`src/sv/uqn_pkg.sv`:
```
// shared types and constants for the utf-8 query normalizer
package uqn_pkg;

  // decoded code point, up to 21 bits from a four-byte sequence
  typedef logic [20:0] cp_t;
  // one utf-16 code unit
  typedef logic [15:0] unit_t;

  // code point transfer from the front end into the queue
  typedef struct packed {
    logic valid;
    cp_t  cp;
  } cp_push_t;

  // queue status seen by the back end
  typedef struct packed {
    logic not_empty;
    cp_t  head;
  } cp_head_t;

  // queue geometry
  localparam int QDepth = 4;
  localparam int QPtrW  = $clog2(QDepth);
  localparam int QCntW  = $clog2(QDepth + 1);

  // lead byte tags
  localparam logic [2:0] Lead2Tag = 3'b110;
  localparam logic [3:0] Lead3Tag = 4'b1110;
  localparam logic [4:0] Lead4Tag = 5'b11110;
  localparam logic [1:0] ContTag  = 2'b10;

  // surrogate construction
  localparam cp_t   SuppBase  = 21'h010000;
  localparam unit_t HighSurr  = 16'hD800;
  localparam unit_t LowSurr   = 16'hDC00;

  // case folding ranges
  localparam unit_t AsciiUpLo  = 16'h0041;
  localparam unit_t AsciiUpHi  = 16'h005A;
  localparam unit_t LatinUpLo  = 16'h00C0;
  localparam unit_t LatinUpHi  = 16'h00DE;
  localparam unit_t LatinTimes = 16'h00D7;
  localparam unit_t FoldOffset = 16'h0020;

endpackage

```
`src/sv/uqn_front.sv`:
```
// front end: takes utf-8 bytes and assembles code points
module uqn_front import uqn_pkg::*; (
  input  logic       clk,
  input  logic       rst,
  input  logic       accept,
  input  logic [7:0] byte_in,
  input  logic       last_byte,
  output cp_push_t   push
);

  logic [1:0] pending;
  logic [1:0] pending_next;
  cp_t        accum;
  cp_t        accum_next;
  logic       bad;
  logic       bad_next;
  logic [1:0] pending_dec;
  logic       bad_cont;

  assign pending_dec = pending - 2'd1;
  assign bad_cont    = bad | (byte_in[7:6] != ContTag);

  // sequence decode for one accepted byte
  always_comb begin
    pending_next = pending;
    accum_next   = accum;
    bad_next     = bad;
    push.valid   = 1'b0;
    push.cp      = {13'd0, byte_in};
    if (accept) begin
      if (pending == 2'd0) begin
        priority if (byte_in[7] == 1'b0) begin
          push.valid = 1'b1;
        end else if (byte_in[7:5] == Lead2Tag) begin
          accum_next   = {16'd0, byte_in[4:0]};
          pending_next = 2'd1;
          bad_next     = 1'b0;
        end else if (byte_in[7:4] == Lead3Tag) begin
          accum_next   = {17'd0, byte_in[3:0]};
          pending_next = 2'd2;
          bad_next     = 1'b0;
        end else if (byte_in[7:3] == Lead4Tag) begin
          accum_next   = {18'd0, byte_in[2:0]};
          pending_next = 2'd3;
          bad_next     = 1'b0;
        end else begin
          // stray continuation or 0xf8..0xff lead: skipped
          pending_next = pending;
        end
      end else begin
        accum_next   = {accum[14:0], byte_in[5:0]};
        bad_next     = bad_cont;
        pending_next = pending_dec;
        if (pending_dec == 2'd0) begin
          push.valid = !bad_cont;
          push.cp    = {accum[14:0], byte_in[5:0]};
          accum_next = '0;
          bad_next   = 1'b0;
        end
      end
      // end of query drops any open sequence
      if (last_byte) begin
        pending_next = 2'd0;
        accum_next   = '0;
        bad_next     = 1'b0;
      end
    end
  end

  // sequence state
  always_ff @(posedge clk) begin
    if (rst) begin
      pending <= 2'd0;
      accum   <= '0;
      bad     <= 1'b0;
    end else begin
      pending <= pending_next;
      accum   <= accum_next;
      bad     <= bad_next;
    end
  end

endmodule

```
`src/sv/uqn_queue.sv`:
```
// short code point queue between front and back ends
module uqn_queue import uqn_pkg::*; (
  input  logic     clk,
  input  logic     rst,
  input  cp_push_t push,
  input  logic     pop,
  output cp_head_t head,
  output logic     full
);

  cp_t              entries [QDepth];
  logic [QPtrW-1:0] wr_ptr;
  logic [QPtrW-1:0] rd_ptr;
  logic [QCntW-1:0] count;
  logic             do_pop;

  assign do_pop         = pop && (count != '0);
  assign full           = (count == QCntW'(QDepth));
  assign head.not_empty = (count != '0);
  assign head.head      = entries[rd_ptr];

  // entry storage
  always_ff @(posedge clk) begin
    if (push.valid) begin
      entries[wr_ptr] <= push.cp;
    end
  end

  // pointers and fill count
  always_ff @(posedge clk) begin
    if (rst) begin
      wr_ptr <= '0;
      rd_ptr <= '0;
      count  <= '0;
    end else begin
      if (push.valid) begin
        wr_ptr <= wr_ptr + QPtrW'(1);
      end
      if (do_pop) begin
        rd_ptr <= rd_ptr + QPtrW'(1);
      end
      unique case ({push.valid, do_pop})
        2'b10:   count <= count + QCntW'(1);
        2'b01:   count <= count - QCntW'(1);
        default: count <= count;
      endcase
    end
  end

endmodule

```
`src/sv/uqn_back.sv`:
```
// back end: splits code points into utf-16 units and folds case
module uqn_back import uqn_pkg::*; (
  input  logic     clk,
  input  logic     rst,
  input  logic     cfg_write,
  input  logic     cfg_data,
  input  cp_head_t head,
  output logic     pop,
  output logic     out_valid,
  input  logic     out_ready,
  output unit_t    code_unit,
  output logic     last_of_run
);

  typedef enum logic [1:0] {
    PH_FIRST  = 2'b01,
    PH_SECOND = 2'b10
  } phase_t;

  phase_t phase;
  phase_t phase_next;
  logic   exact_case;
  logic   load;
  logic   is_pair;
  cp_t    offs;
  unit_t  hi_unit;
  unit_t  lo_unit;
  unit_t  raw_unit;
  logic   raw_last;

  function automatic unit_t fold_unit(unit_t u, logic exact);
    unit_t r;
    r = u;
    if (!exact) begin
      if (u >= AsciiUpLo && u <= AsciiUpHi) begin
        r = u + FoldOffset;
      end else if (u >= LatinUpLo && u <= LatinUpHi && u != LatinTimes) begin
        r = u + FoldOffset;
      end
    end
    return r;
  endfunction

  assign load    = head.not_empty && (!out_valid || out_ready);
  assign is_pair = (head.head >= SuppBase);
  assign offs    = head.head - SuppBase;
  assign hi_unit = HighSurr + {5'd0, offs[20:10]};
  assign lo_unit = LowSurr + {6'd0, offs[9:0]};

  // pick the unit for this cycle
  always_comb begin
    phase_next = phase;
    pop        = 1'b0;
    raw_unit   = head.head[15:0];
    raw_last   = 1'b1;
    if (load) begin
      if (is_pair) begin
        unique case (phase)
          PH_FIRST: begin
            raw_unit   = hi_unit;
            raw_last   = 1'b0;
            phase_next = PH_SECOND;
          end
          PH_SECOND: begin
            raw_unit   = lo_unit;
            pop        = 1'b1;
            phase_next = PH_FIRST;
          end
          default: begin
            phase_next = PH_FIRST;
          end
        endcase
      end else begin
        pop = 1'b1;
      end
    end
  end

  // configuration register
  always_ff @(posedge clk) begin
    if (rst) begin
      exact_case <= 1'b0;
    end else if (cfg_write) begin
      exact_case <= cfg_data;
    end
  end

  // pair phase and output valid
  always_ff @(posedge clk) begin
    if (rst) begin
      phase     <= PH_FIRST;
      out_valid <= 1'b0;
    end else begin
      phase <= phase_next;
      if (load) begin
        out_valid <= 1'b1;
      end else if (out_ready) begin
        out_valid <= 1'b0;
      end
    end
  end

  // output payload
  always_ff @(posedge clk) begin
    if (load) begin
      code_unit   <= fold_unit(raw_unit, exact_case);
      last_of_run <= raw_last;
    end
  end

endmodule

```
`src/sv/utf8_query_normalizer_unit.sv`:
```
// top level of the utf-8 query normalizer
// Takes one UTF-8 byte per cycle while in_ready is high and delivers UTF-16
// code units, case folded unless exact_case is set. The front end accepts a
// byte every cycle as long as its four-entry code point queue has room; the
// back end drains the queue through a registered output at one unit per
// cycle while out_ready is high, so a code point below 0x10000 yields one
// unit and a four-byte sequence yields a surrogate pair. The output unit is
// registered from the code point at the queue head. Invalid leads, bad
// continuations and sequences cut off by last_byte produce nothing.
module utf8_query_normalizer_unit import uqn_pkg::*; (
  input  logic        clk,
  input  logic        rst,
  input  logic        cfg_write,
  input  logic        cfg_data,
  input  logic        in_valid,
  output logic        in_ready,
  input  logic [7:0]  byte_in,
  input  logic        last_byte,
  output logic        out_valid,
  input  logic        out_ready,
  output logic [15:0] code_unit,
  output logic        last_of_run
);

  cp_push_t push;
  cp_head_t head;
  logic     full;
  logic     pop;
  logic     accept;

  assign in_ready = !full;
  assign accept   = in_valid && in_ready;

  uqn_front u_front (
    .clk       (clk),
    .rst       (rst),
    .accept    (accept),
    .byte_in   (byte_in),
    .last_byte (last_byte),
    .push      (push)
  );

  uqn_queue u_queue (
    .clk  (clk),
    .rst  (rst),
    .push (push),
    .pop  (pop),
    .head (head),
    .full (full)
  );

  uqn_back u_back (
    .clk         (clk),
    .rst         (rst),
    .cfg_write   (cfg_write),
    .cfg_data    (cfg_data),
    .head        (head),
    .pop         (pop),
    .out_valid   (out_valid),
    .out_ready   (out_ready),
    .code_unit   (code_unit),
    .last_of_run (last_of_run)
  );

endmodule
```
`config.mk`:
```
export PLATFORM = sky130hd
export DESIGN_NAME = utf8_query_normalizer_unit
export DESIGN_NICKNAME = d
export VERILOG_FILES = /design/src/sv/uqn_pkg.sv /design/src/sv/uqn_front.sv /design/src/sv/uqn_queue.sv /design/src/sv/uqn_back.sv /design/src/sv/utf8_query_normalizer_unit.sv
export SDC_FILE = /design/constraint.sdc
export NUM_CORES = 1
export LEC_CHECK = 0
export BUFFER_PORTS_ARGS = -buffer_cell sky130_fd_sc_hd__buf_2
export CELL_PAD_IN_SITES_DETAIL_PLACEMENT = 0
export CELL_PAD_IN_SITES_GLOBAL_PLACEMENT = 1
export CORE_UTILIZATION = 45
export DETAILED_ROUTE_END_ITERATION = 12
export PLACE_DENSITY_LB_ADDON = 0.1
export REMOVE_ABC_BUFFERS = 1
export SYNTH_ARGS = -nofsm -noshare
export SYNTH_HDL_FRONTEND = slang
export SYNTH_SLANG_ARGS = --single-unit
```
`constraint.sdc`:
```
create_clock -name clk -period 4.42 [get_ports clk]
set_clock_uncertainty 0.2 [all_clocks]
set_input_delay 0.221 -clock clk [delete_from_list [all_inputs] [get_ports clk]]
set_output_delay 0.221 -clock clk [all_outputs]
set_load 0.01 [all_outputs]
```
**Word-level counts from Yosys, hierarchy flattened**

Memory sizes are Yosys's and may differ from the RTL's. A register that Yosys moved wholly into a read port is not among the register bits.
Index checks and enable logic that the tools add are counted.

- Multiplexer cells: 43
- $lt $le $gt $ge: 5
- Bitwise gates (word level): 1
- Equal/unequal tests: 12
- Reduce and logical (&&, ||, !) cells: 17
- Add/sub/neg operators: 9

Operators with widths:

| kind | count |
|---|---|
| 2-to-1 mux 15 bit | 7 |
| 2-to-1 mux 16 bit | 5 |
| 2-to-1 mux 22 bit | 2 |
| case mux 16 bit (2 select lines) | 1 |
| greater-or-equal comparator 21 x 17 -> 1 bit, second input constant | 1 |
| 2-to-1 mux 21 bit | 1 |
| subtractor 21 x 17 -> 21 bit, second input constant | 1 |
| 2-to-1 mux 2 bit | 9 |
| 2-to-1 mux 1 bit | 17 |
| adder 15 x 11 -> 16 bit, first input constant | 1 |
| adder 15 x 12 -> 16 bit, first input constant | 1 |
| adder 16 x 6 -> 16 bit, second input constant | 1 |
| greater-or-equal comparator 16 x 7 -> 1 bit, second input constant | 1 |
| greater-or-equal comparator 16 x 8 -> 1 bit, second input constant | 1 |
| <= comparator 16 x 7 -> 1 bit, second input constant | 1 |
| <= comparator 16 x 8 -> 1 bit, second input constant | 1 |
| != test 16 x 8 -> 1 bit, second input constant | 1 |
| equality test 3 bit, second input constant | 2 |
| logical AND 1 bit | 6 |
| case mux 3 bit (2 select lines) | 1 |
| equality test 5 bit, second input constant | 1 |
| != test 5 bit, second input constant | 1 |
| adder 2 x 1 -> 2 bit, second input constant | 2 |
| equality test 2 x 1 -> 1 bit, second input constant | 2 |
| 15 further kinds | 20 |

- RAM bits: 84
- Flip-flop bits (word level): 46
- Output and inout port bits: 19
- Memories: 1

Memory list:

| memory | depth | bits a word | rd ports | clocked after memory_dff | write ports | RTL line | RTL |
|---|---|---|---|---|---|---|---|
| u_queue.entries | 4 | 21 | 1 | 1 | 1 | uqn_queue.sv:11 | `cp_t entries [QDepth];` |

**Logic depth before layout (Yosys ltp)**

- Depth after elaboration: 11
- Mapped depth: 16
- Depth with buffers taken out: 15

**By module**

A second synthesis with hierarchy kept.

- Cells, all modules: 435
- Area, all modules: 6039.5 µm²

Modules (own cells, without submodules):

| module | cells each | seq. area each (µm²) | area an instance (µm²) | instances |
|---|---|---|---|---|
| uqn_queue | 157 | 2702.6 | 3480.8 | 1 |
| uqn_back | 151 | 590.6 | 1471.4 | 1 |
| uqn_front | 125 | 360.3 | 1077.3 | 1 |
| utf8_query_normalizer_unit | 2 | 0.0 | 10.0 | 1 |

**Worst setup path before layout**

OpenSTA, ideal clock, no wires.

- Path kind: reg-to-reg
- From: register with a tool-made name
- To: register u_back.code_unit[7] (data pin)
- Library setup time: 0.267 ns
- Cell stages (with the launch flop): 16
- Arrival time: 3.624 ns
- Path buffers: 2
- Path slack: 0.330 ns
- Cell sequence: dfxtp_1 clkbuf_1 buf_1 mux4_2 nor4b_1 nand3_1 o21ai_1 a32oi_1 inv_1 ha_1 inv_1 or4_1 mux2i_1 nand3_1 a211oi_2 xnor2_1

RTL lines:

| what | RTL line | RTL |
|---|---|---|
| end signal: assignment | uqn_back.sv:106 | `code_unit <= fold_unit(raw_unit, exact_case);` |
| end: declaration | uqn_back.sv:11 | `output unit_t code_unit,` |

==> results.md <==
* Via count at 3394
* Synth area leaders: edfxtp_1 54%, dfxtp_1 11%, mux4_2 6.8%, ha_1 2.5%, a21oi_1 2.0%
* Number of flops mapped to enable cells by yosys at 101
* Post-CTS Setup Bufs at 0
* Initial Util at 46.4%
* Final Critical Period at 4.12 ns
* DRC Markers at 0
* Netlist Area Pre-Place at 0.00562 mm2
* Diodes inserted at 0
* Worst Path Max Fanout at 11
* Total track usage at 19.1%
* Power Total at 3.17 mW
* Max cap viols at 0
* Critical path's slowest cell: mux4_1
* Worst path cell trace: buf_12 > mux4_1 > nor3_1 > nand3_1 > o21ai_1 > a32oi_1 > inv_1 > ha_1 > inv_1 > or4_1 > mux2i_1 > nand3_1 > a211oi_2 > xnor2_1
* Slew margin rel. at 47.9%
* Fillers at 1034
* Drt pass-1 iters at 4
* Yosys reg bits at 132
* RSZ-0062 raised after global routing: false
* Run status: finished clean
* Worst-path clk slew at 0.06 ns
* # rows at 40
* CTS max path bufs at 2
* Share of flip-flops with an asynchronous set or reset at 0%
* Remaining antenna violation count at 0
* Most frequent cells after synthesis: 101 x edfxtp_1, 31 x dfxtp_1, 28 x nor2_1
* Most common cell in the netlist: edfxtp_1
* Peak per-stage delay on the critical path at 0.65 ns
* Die height at 114 um
* Crit path kind: reg2reg
* Critical path capture point type: flip-flop
* Initial antenna violation count at 0
* TritonCTS clock tree: yes
* Top FF cell, synth: edfxtp_1
* Grt ovf at 0
* Synth unique cells at 50
* Core Area at 0.0121 mm2
* Hold Path Class: in2reg
* Required @ worst endpoint at 4.37 ns
* Slew Limit Fails at 0
* Family with the most delay on the worst path: simple AND/OR/NAND/NOR gates
* H-tree lvl count at 4
* Fmax at 242 MHz
* Routed len/inst at 17.3 um
* Skew-Pair Late Insertion Delay at 0.41 ns
* Hold Slack at 0.0365 ns
* Largest area contributor in the netlist: edfxtp_1
* Placed instance area at 0.00606 mm2
* Post-Syn Area per Cell at 14.1 um2
* Peak supply drop at 0.225 mV
* Worst-Margin Slew at 0.779 ns
* Root buffer cell: clkbuf_16
* Full die area at 0.0129 mm2
* Largest net degree at the start of global routing at 31
* Power per cell area at 468 mW/mm2
* Cells after Synth at 398
* Crit path DAT at 4.07 ns
* Area Growth Syn to Fin at 20.6%
* Crit start category: flip-flop
* Final Cycle Share at 93.3%
* Fin nets at 490
* Fin. Hold Viols at 0
* DP Cell Count at 601
* First-pass GRT wire length at 17700 um
* Fin util at 55.9%
* Port bufs at 33
* Worst path bufs/invs at 3
* IO Pins at 34
* Seq/Total Area, Yosys at 65.0%
* Vias in the first global route at 3316
* DR vias/cell at 5.27
* Gpl congestion at 0.851
* Layout cell share with drive strength beyond 1 at 22.3%
* Detailed router's first-iteration violation count at 172
* TritonCTS Sinks at 132
* Total CTS buffers at 17
* Layout Cells excl Fill at 644
* YS warnings at 0
* WL final at 11100 um
* Finished Cell Area at 0.00677 mm2
* Die Width at 114 um
* Leakage at 2.36 nW
* Final setup fails at 0
* Hpwl dp at 7520 um
* Synth top area share at 54.0%
[state kept, by name (all words and copies together), names as in the netlist, named ones only]
signal	cells
u_queue.wr_ptr	2
u_front.pending	2
u_back.last_of_run	1
u_queue.rd_ptr	2
u_front.accum	15
u_back.exact_case	1
u_back.phase	2
u_queue.entries	84
u_back.code_unit	16
u_queue.count	3
u_front.bad	1
u_back.out_valid	1
[path summary, 6_finish.rpt]
check,startpoint,slack (ns),endpoint,cells after the start
min reg2reg,u_front.accum[9]$_SDFFE_PP0P_,0.24,u_front.accum[9]$_SDFFE_PP0P_,2
max reg2reg,flip-flop,0.30,u_back.code_unit[7]$_DFFE_PP_,14
min,byte_in[6],0.04,u_queue.entries[0][6]$_DFFE_PP_,2
max,flip-flop,0.30,u_back.code_unit[7]$_DFFE_PP_,14
[what timing repair did]
action,in CTS,in global routing
hold buffers,11,0
endpoints found under the setup margin,0,1
gates resized for setup,0,1
endpoints found under the hold margin,33,0
[cells in the final DEF, fill, tap and decap left out, types with 3 or more instances in the layout]
cell type	count
a21oi_1	23
a22o_1	4
a32oi_1	3
and2_1	18
buf_2	33
buf_4	15
clkbuf_1	3
clkbuf_16	19
clkinv_2	4
dfxtp_1	31
dlygate4sd3_1	11
edfxtp_1	101
ha_1	11
inv_1	20
mux2i_1	5
mux4_1	4
mux4_2	17
nand2_1	27
nand2b_1	6
nand3_1	16
nor2_1	28
nor3_1	10
nor4_1	4
nor4b_1	6
o21ai_0	8
or3_1	3
xnor2_1	7
xor2_1	3
[layer usage]
metal	track usage [%]	vias up	routed length (um)
li1	-	1631	-
met2	30.9	82	5520
met5	0	-	0
met1	23.8	1665	4930
met4	8.77	0	222
met3	5.53	16	441
[cells by family after synthesis]
group                      count (synthesis)  share of synthesized area, %
xor gates and xnor gates                  10                          1.56
AOI/OAI and AO/OA                         57                          6.84
buffers and inverters                     34                          2.56
DFF                                      132                          65.0
and+or+nand+nor                          125                          11.2
adders and majority gates                 12                          2.81
muxes                                     28                          9.98
[cell type report]
type	instances	area (um2)	share of cell area, %
multi-input cells	232	1820	26.9
clock inverters	8	93.8	1.39
flip-flops and latches	132	3650	53.9
repair buffers	60	408	6.02
inverters	20	75.1	1.11
clock buffers	24	514	7.59
well taps	168	210	3.10
[report_power, final]
group          switching [mW]  internal [mW]  total, mW  leakage (nW)
logic                   0.200          0.137      0.337         0.872
clock network           0.494          0.924       1.42         0.301
registers              0.0188           1.40       1.42          1.19
[metrics by stage]
| step | worst slack, ns | TNS [ns] |
|---|---|---|
| after floorplan | -0.0885 | -0.223 |
| after global placement | 0.400 | 0 |
| after detailed placement | 0.294 | 0 |
| after CTS | 0.249 | 0 |
| after global routing | 0.104 | 0 |
| final | 0.296 | 0 |
[worst reg2reg max path: stages, from the launching register on]
cell and delay [ns]:
dfxtp_1 0.51, buf_12 0.21, mux4_1 0.66, nor3_1 0.33, nand3_1 0.17, o21ai_1 0.22
a32oi_1 0.18, inv_1 0.11, ha_1 0.14, inv_1 0.05, or4_1 0.51, mux2i_1 0.14
nand3_1 0.14, a211oi_2 0.21, xnor2_1 0.08
No activity file was read; power rests on OpenSTA's default activity.
